$ cat src/hdl/sutq_pkg.sv
// shared types and constants of the sorted unique timestamp queue
package sutq_pkg;

  // default number of entries held
  localparam int unsigned CAPACITY_DEF = 16;

  // field widths
  localparam int unsigned TS_W     = 64;
  localparam int unsigned ACTION_W = 2;
  localparam int unsigned STATUS_W = 3;
  localparam int unsigned COUNT_W  = 5;

  // packed output data: popped, head, empty flag, count, padded to bytes
  localparam int unsigned OUT_FIELDS_W = 2 * TS_W + 1 + COUNT_W;
  localparam int unsigned OUT_DATA_W   = ((OUT_FIELDS_W + 7) / 8) * 8;

  // action codes carried in in_tuser
  typedef enum logic [ACTION_W-1:0] {
    ACT_INSERT = 2'd0,
    ACT_POP    = 2'd1,
    ACT_CLEAR  = 2'd2,
    ACT_CLEAR2 = 2'd3
  } action_t;

  // result status codes carried in out_tuser
  typedef enum logic [STATUS_W-1:0] {
    ST_INSERTED  = 3'd0,
    ST_DUPLICATE = 3'd1,
    ST_FULL      = 3'd2,
    ST_POPPED    = 3'd3,
    ST_POP_EMPTY = 3'd4,
    ST_CLEARED   = 3'd5
  } status_t;

  // sequencer states, one-hot
  typedef enum logic [5:0] {
    S_IDLE  = 6'b000001,
    S_SCAN  = 6'b000010,
    S_SHIFT = 6'b000100,
    S_TAIL  = 6'b001000,
    S_POP   = 6'b010000,
    S_RES   = 6'b100000
  } state_t;

endpackage

$ cat src/hdl/sorted_unique_timestamp_queue_top.sv
// sorted unique timestamp queue: ordered set of distinct signed timestamps
//
//  channel | dir | tdata                    | tuser
//  --------+-----+--------------------------+-----------------
//  in_     | in  | timestamp[63:0]          | action[1:0]
//  out_    | out | popped, head, empty, cnt | status[2:0]
//
// insert walks the entries one per cycle through the single ram read port.
// pop moves every entry down one place.
// reset empties the set at once; the ram contents are left as they are.
// a finished result sits in the output register while the next item is
// accepted; a new result waits in the result state until that register frees.
module sorted_unique_timestamp_queue_top #(
  parameter int unsigned CAPACITY = sutq_pkg::CAPACITY_DEF
) (
  input  logic                            clk,
  input  logic                            rst_n,
  // input channel
  input  logic                            in_tvalid,
  output logic                            in_tready,
  input  logic [sutq_pkg::TS_W-1:0]       in_tdata,   // timestamp[63:0]
  input  logic [sutq_pkg::ACTION_W-1:0]   in_tuser,   // action[1:0]
  // result channel
  output logic                            out_tvalid,
  input  logic                            out_tready,
  // popped_value[63:0], head_value[127:64], set_empty[128],
  // entry_count[133:129], zero[135:134]
  output logic [sutq_pkg::OUT_DATA_W-1:0] out_tdata,
  output logic [sutq_pkg::STATUS_W-1:0]   out_tuser   // status[2:0]
);

  localparam int unsigned AW = $clog2(CAPACITY);
  localparam int unsigned CW = $clog2(CAPACITY + 1);
  localparam int unsigned TW = sutq_pkg::TS_W;
  localparam logic [CW-1:0] FULL_CNT = CW'(CAPACITY);

  sutq_pkg::state_t  state_r, state_nxt;
  sutq_pkg::status_t status_r, status_nxt;
  logic [CW-1:0]     idx_r, idx_nxt;
  logic [CW-1:0]     occ_r, occ_nxt;
  logic [TW-1:0]     head_r, head_nxt;
  logic [TW-1:0]     carry_r, carry_nxt;
  logic [TW-1:0]     popped_r, popped_nxt;

  logic                           out_valid_r, out_valid_nxt;
  logic [sutq_pkg::OUT_DATA_W-1:0] out_data_r, out_data_nxt;
  sutq_pkg::status_t              out_status_r, out_status_nxt;

  logic          wr_en;
  logic [AW-1:0] wr_addr;
  logic [TW-1:0] wr_data;
  logic [TW-1:0] rd_data;

  logic [CW-1:0] idx_inc;
  logic          last;
  logic          full;
  logic          ge;
  logic          load_out;
  logic [TW-1:0] head_out;

  sutq_pkg::action_t action;

  assign action  = sutq_pkg::action_t'(in_tuser);
  assign idx_inc = idx_r + 1'b1;
  assign last    = (idx_inc == occ_r);
  assign full    = (occ_r == FULL_CNT);
  assign ge      = ($signed(rd_data) >= $signed(carry_r));

  // entry store
  sutq_ram #(
    .WIDTH (TW),
    .DEPTH (CAPACITY)
  ) u_ram (
    .clk     (clk),
    .wr_en   (wr_en),
    .wr_addr (wr_addr),
    .wr_data (wr_data),
    .rd_addr (idx_nxt[AW-1:0]),
    .rd_data (rd_data)
  );

  // sequencer
  always_comb begin
    state_nxt  = state_r;
    status_nxt = status_r;
    idx_nxt    = idx_r;
    occ_nxt    = occ_r;
    head_nxt   = head_r;
    carry_nxt  = carry_r;
    popped_nxt = popped_r;
    wr_en      = 1'b0;
    wr_addr    = idx_r[AW-1:0];
    wr_data    = carry_r;
    load_out   = 1'b0;
    case (state_r)
      sutq_pkg::S_IDLE: begin
        if (in_tvalid) begin
          popped_nxt = '0;
          case (action)
            sutq_pkg::ACT_INSERT: begin
              carry_nxt = in_tdata;
              if (occ_r == '0) begin
                wr_en      = 1'b1;
                wr_addr    = '0;
                wr_data    = in_tdata;
                head_nxt   = in_tdata;
                occ_nxt    = CW'(1);
                status_nxt = sutq_pkg::ST_INSERTED;
                state_nxt  = sutq_pkg::S_RES;
              end else begin
                idx_nxt   = '0;
                state_nxt = sutq_pkg::S_SCAN;
              end
            end
            sutq_pkg::ACT_POP: begin
              if (occ_r == '0) begin
                status_nxt = sutq_pkg::ST_POP_EMPTY;
                state_nxt  = sutq_pkg::S_RES;
              end else begin
                popped_nxt = head_r;
                status_nxt = sutq_pkg::ST_POPPED;
                if (occ_r == CW'(1)) begin
                  occ_nxt   = '0;
                  state_nxt = sutq_pkg::S_RES;
                end else begin
                  idx_nxt   = CW'(1);
                  state_nxt = sutq_pkg::S_POP;
                end
              end
            end
            default: begin
              occ_nxt    = '0;
              status_nxt = sutq_pkg::ST_CLEARED;
              state_nxt  = sutq_pkg::S_RES;
            end
          endcase
        end
      end
      // look for the first entry not below the new value
      sutq_pkg::S_SCAN: begin
        if (ge) begin
          if (rd_data == carry_r) begin
            status_nxt = sutq_pkg::ST_DUPLICATE;
            state_nxt  = sutq_pkg::S_RES;
          end else if (full) begin
            status_nxt = sutq_pkg::ST_FULL;
            state_nxt  = sutq_pkg::S_RES;
          end else begin
            wr_en     = 1'b1;
            carry_nxt = rd_data;
            if (idx_r == '0) begin
              head_nxt = carry_r;
            end
            idx_nxt   = idx_inc;
            state_nxt = last ? sutq_pkg::S_TAIL : sutq_pkg::S_SHIFT;
          end
        end else if (last) begin
          if (full) begin
            status_nxt = sutq_pkg::ST_FULL;
          end else begin
            wr_en      = 1'b1;
            wr_addr    = idx_inc[AW-1:0];
            occ_nxt    = occ_r + 1'b1;
            status_nxt = sutq_pkg::ST_INSERTED;
          end
          state_nxt = sutq_pkg::S_RES;
        end else begin
          idx_nxt = idx_inc;
        end
      end
      // move the remaining entries up one place
      sutq_pkg::S_SHIFT: begin
        wr_en     = 1'b1;
        carry_nxt = rd_data;
        idx_nxt   = idx_inc;
        if (last) begin
          state_nxt = sutq_pkg::S_TAIL;
        end
      end
      // last displaced entry goes to the new top slot
      sutq_pkg::S_TAIL: begin
        wr_en      = 1'b1;
        occ_nxt    = occ_r + 1'b1;
        status_nxt = sutq_pkg::ST_INSERTED;
        state_nxt  = sutq_pkg::S_RES;
      end
      // move every entry down one place after removing the minimum
      sutq_pkg::S_POP: begin
        wr_en   = 1'b1;
        wr_addr = AW'(idx_r - 1'b1);
        wr_data = rd_data;
        if (idx_r == CW'(1)) begin
          head_nxt = rd_data;
        end
        if (last) begin
          occ_nxt   = occ_r - 1'b1;
          state_nxt = sutq_pkg::S_RES;
        end else begin
          idx_nxt = idx_inc;
        end
      end
      sutq_pkg::S_RES: begin
        if (!out_valid_r || out_tready) begin
          load_out  = 1'b1;
          state_nxt = sutq_pkg::S_IDLE;
        end
      end
      default: begin
        state_nxt = sutq_pkg::S_IDLE;
      end
    endcase
  end

  // result register
  assign head_out = (occ_r != '0) ? head_r : '0;

  always_comb begin
    out_valid_nxt  = out_valid_r && !out_tready;
    out_data_nxt   = out_data_r;
    out_status_nxt = out_status_r;
    if (load_out) begin
      out_valid_nxt  = 1'b1;
      out_status_nxt = status_r;
      out_data_nxt   = '0;
      out_data_nxt[TW-1:0]                   = popped_r;
      out_data_nxt[2*TW-1:TW]                = head_out;
      out_data_nxt[2*TW]                     = (occ_r == '0);
      out_data_nxt[2*TW+sutq_pkg::COUNT_W:2*TW+1] = sutq_pkg::COUNT_W'(occ_r);
    end
  end

  // control registers
  always_ff @(posedge clk) begin
    if (!rst_n) begin
      state_r     <= sutq_pkg::S_IDLE;
      occ_r       <= '0;
      out_valid_r <= 1'b0;
    end else begin
      state_r     <= state_nxt;
      occ_r       <= occ_nxt;
      out_valid_r <= out_valid_nxt;
    end
  end

  // working and payload registers
  always_ff @(posedge clk) begin
    status_r     <= status_nxt;
    idx_r        <= idx_nxt;
    head_r       <= head_nxt;
    carry_r      <= carry_nxt;
    popped_r     <= popped_nxt;
    out_data_r   <= out_data_nxt;
    out_status_r <= out_status_nxt;
  end

  assign in_tready  = (state_r == sutq_pkg::S_IDLE);
  assign out_tvalid = out_valid_r;
  assign out_tdata  = out_data_r;
  assign out_tuser  = out_status_r;

endmodule

$ cat src/hdl/sutq_ram.sv
// generic single write, single read ram with registered read data
module sutq_ram #(
  parameter int unsigned WIDTH = 64,
  parameter int unsigned DEPTH = 16
) (
  input  logic                     clk,
  input  logic                     wr_en,
  input  logic [$clog2(DEPTH)-1:0] wr_addr,
  input  logic [WIDTH-1:0]         wr_data,
  input  logic [$clog2(DEPTH)-1:0] rd_addr,
  output logic [WIDTH-1:0]         rd_data
);

  logic [WIDTH-1:0] mem [DEPTH];

  // write port
  always_ff @(posedge clk) begin
    if (wr_en) begin
      mem[wr_addr] <= wr_data;
    end
  end

  // registered read port
  always_ff @(posedge clk) begin
    rd_data <= mem[rd_addr];
  end

endmodule

$ cat config.mk
export PLATFORM = sky130hd
export DESIGN_NAME = sorted_unique_timestamp_queue_top
export DESIGN_NICKNAME = d
export VERILOG_FILES = /design/src/hdl/sutq_pkg.sv /design/src/hdl/sorted_unique_timestamp_queue_top.sv /design/src/hdl/sutq_ram.sv
export SDC_FILE = /design/constraint.sdc
export NUM_CORES = 2
export LEC_CHECK = 0
export ABC_AREA = 1
export BUFFER_PORTS_ARGS = -buffer_cell sky130_fd_sc_hd__buf_2
export CORE_MARGIN = 3
export CORE_UTILIZATION = 54
export DETAILED_ROUTE_END_ITERATION = 16
export PLACE_DENSITY_LB_ADDON = 0.3
export SYNTH_ARGS = -nofsm -noshare
export SYNTH_HDL_FRONTEND = slang
export SYNTH_HIERARCHICAL = 1
export SYNTH_SLANG_ARGS = --single-unit
$ cat constraint.sdc
create_clock -name clk -period 15.7 [get_ports clk]
set_clock_uncertainty 0.15 [all_clocks]
set_input_delay 1.57 -clock clk [delete_from_list [all_inputs] [get_ports clk]]
set_output_delay 1.57 -clock clk [all_outputs]
set_load 0.02 [all_outputs]
==> summary.txt <==
Post-Route Setup TNS = 0 ns
commonest cells after routing, fill and taps aside = nand2_1 (1691), edfxtp_1 (1357), inv_1 (1023)
pwr/cell area = 235 nW/µm²
initial drt markers = 5495
Register Area = 42400 µm²
Via density = 5.59
clk buf depth = 3
routability cong. = 0.910
RR Startpoint = u_ram/rd_data[39]
Async SR Flop Fraction = 0%
fill count = 9009
Mapped Area = 63000 µm²
Period minus WS final = 6.12 ns
CTS root buf = clkbuf_16
Leak = 0.0292 µW
global-route wire length before repair = 245000 µm
clock slew at reported path FFs = 0.07 ns
Crit path largest cell delay = 0.78 ns
CP Launch Type = flip-flop
most common cell after layout, fill and taps aside = nand2_1
Final setup viols = 0
max cap viols = 0
crit path DAT = 6.56 ns
Syn Area/Cell = 10.6 µm²
layout cells sized above 1 = 9.66%
reg2reg path depth = 22
DR pass1 iterations = 8
Mapped Cells = 5963
Slew Viols, Final = 0
drt drc = 0
Post-Synth XOR/XNOR Area = 0.161%
Synth Area in Compound Gates = 4.22%
YS warnings = 6
WL/cell = 20.8 µm
Slowest cell on crit path = buf_4
total global-route track usage = 26.4%
Row Count = 124
number of flops mapped to enable cells by yosys = 1357
crit-path cells = ha_1 > nand2_1 > nor2_1 > nand3_1 > nor2_1 > nand2_1 > nor2_1 > inv_1 > nand3_4 > nand2_2 > inv_1 > nand2_1 > nand3b_1 > nand2_1 > inv_8 > buf_12 > buf_4 > nand2_1 > nand3_1 > nand3_1 > nand3_1 > nand2_1
area of the multi-input gates = 15100 µm²
Die Area = 121000 µm²
Die W = 348 µm
core area = 115000 µm²
outcome = complete, no violations
CP most frequent cell = nand2_1
Hold Violations, Final = 0
R2R Setup Slk = 9.58 ns
Setup CP Type = flip-flop to flip-flop
RSZ-0062 raised after global routing = no
mux contribution to synthesized area = 0%
Synth Flop Type = edfxtp_1
Max-slew headroom = 7.72%
antenna violations before repair = 5
CP Capture Type = flip-flop
port buffer count = 208
CP Launch Point = u_ram/rd_data[39]
largest net degree at the start of global routing = 219
H-Tree Depth = 4
Max Clock Freq = 163 MHz
routed via count = 43274
Ports = 211
minimum hold slack = 0.266 ns
WP data required = 16.13 ns
Hold Crit Class = flip-flop to flip-flop
Final nets = 6250
post-route ant nets = 0
Distinct cells, synth = 56
final WL = 161000 µm
largest family of logic cells by synthesized area = simple AND/OR/NAND/NOR gates
reg-to-reg critical path endpoint = u_ram/rd_data[39]
Yosys reg bits = 1437
grt total ovfl = 0
simple-gate share of the synthesized area = 17.9%
Die H = 348 µm
biggest fanout along the worst timing path = 171
sequential share of the synthesized area = 67.2%
clk_lat worst skew = 0.73 ns
cts repair resizes = 0
CTS tree = yes
Post-CTS Setup Bufs = 0
worst setup path end = u_ram/rd_data[39]
VDD IR max = 0.000346 V
vias in the first global route = 40688
CTS Hold Bufs = 0
Num Clock Sinks = 1437
Period Utilization, post-route = 39.0%
Adder-Cell Fraction of Synth Area = 1.41%
starting density of the core = 54.7%
CTS Buf Count = 141
P&R area growth vs syn = 10.9%
Slew @ Worst Pin = 1.38 ns
DP HPWL = 91500 µm
-- cell usage after synthesis, types with 4 or more instances --
master    instances  area share, %
nand2_1        1695             10
buf_1            22           0.13
nand2_2           5          0.050
o22ai_1           6          0.060
buf_6            49           0.88
nor2_4            5          0.089
a21o_1            5          0.060
ha_1             71            1.4
nor2_1           68           0.41
inv_2            13          0.077
clkbuf_1         73           0.43
o211ai_2          4          0.079
o221ai_1         67           0.93
xor2_1            5          0.070
buf_4            19           0.23
a21oi_1         104           0.83
nand4_1          13           0.13
dfxtp_1          80            2.5
nand3_1         790            6.3
a31oi_1           4          0.040
nor3_1           69           0.55
edfxtp_1       1357             65
nand3b_1          7          0.083
o211ai_1         64           0.76
inv_1          1028            6.1
o21ai_0         127            1.0
buf_2           146            1.2
o21ai_1          29           0.23
-- flip-flops by register name (all words and copies together), names as in the netlist --
signal	flops
popped_r	64
status_r	3
u_ram/rd_data	64
carry_r	64
u_ram/mem	1024
out_tvalid	1
out_tdata	134
out_tuser	3
head_r	64
idx_r	5
state_r	6
occ_r	5
-- layout make-up --
type	instances	area share (%)
Tap cell	1512	2.71
Clock inverter	71	1.04
Inverter	1043	5.66
Clock buffer	187	5.68
Timing Repair Buffer	312	2.66
Multi-Input combinational cell	3174	21.6
Antenna cell	2	0.00716
Sequential cell	1437	60.6
-- stage by stage --
step	worst slack [ns]	util (%)	instance area (µm²)	power [µW]	instances
floorplan	6.78	-	63000	10800	5964
global placement	9.56	56.6	65200	12800	7477
detailed placement	9.46	56.6	65200	12900	7477
CTS	9.63	60.7	69900	16300	7735
global route	9.20	60.7	69900	17400	7736
finish	9.58	60.7	69900	16400	7738
-- metal layers --
layer / share of wire [%] / vias to the layer above / track usage, %
met1: 41 / 20502 / 38.6
met2: 45 / 2411 / 40.5
met4: 3.0 / 6 / 8.48
met3: 11 / 329 / 4.64
met5: 0.030 / - / 0
li1: - / 20026 / -
-- power by group --
group	switching (µW)	leakage, µW	internal (µW)	total, µW
Combinational	5310	0.0140	1820	7130
Sequential	262	0.0130	5610	5880
Clock	1420	0.00225	1990	3400
Total	6990	0.0292	9420	16400
-- logic make-up after synthesis --
family,Yosys count
AND/OR/NAND/NOR,2666
flip-flops,1437
buffers and inverters,1353
AO/OA/AOI/OAI,426
adder cells (fa/ha/maj),71
XOR/XNOR,9
other,1
-- worst max-delay path, delay by kind of cell, from the launching register on --
| kind | cells | cell delay (ns) |
|---|---|---|
| fa+ha+maj | 1 | 0.34 |
| buf+inv | 5 | 2.11 |
| flops | 1 | 0.40 |
| simple gates | 16 | 2.63 |
-- how the worst min path moves through the flow --
stage | endpoint | slack (ns) | start | cells past startpoint
5_1_grt | out_tdata[4] | 0.27 | popped_r[4] | 0
3_3_place_gp | out_tdata[8] | 0.25 | popped_r[8] | 0
4_1_cts | out_tdata[4] | 0.27 | popped_r[4] | 0
2_1_floorplan | out_tdata[0] | 0.25 | popped_r[0] | 0
3_5_place_dp | out_tdata[0] | 0.25 | popped_r[0] | 0
6_report | out_tdata[2] | 0.27 | popped_r[2] | 0
Power figures use the tool's default switching activity.
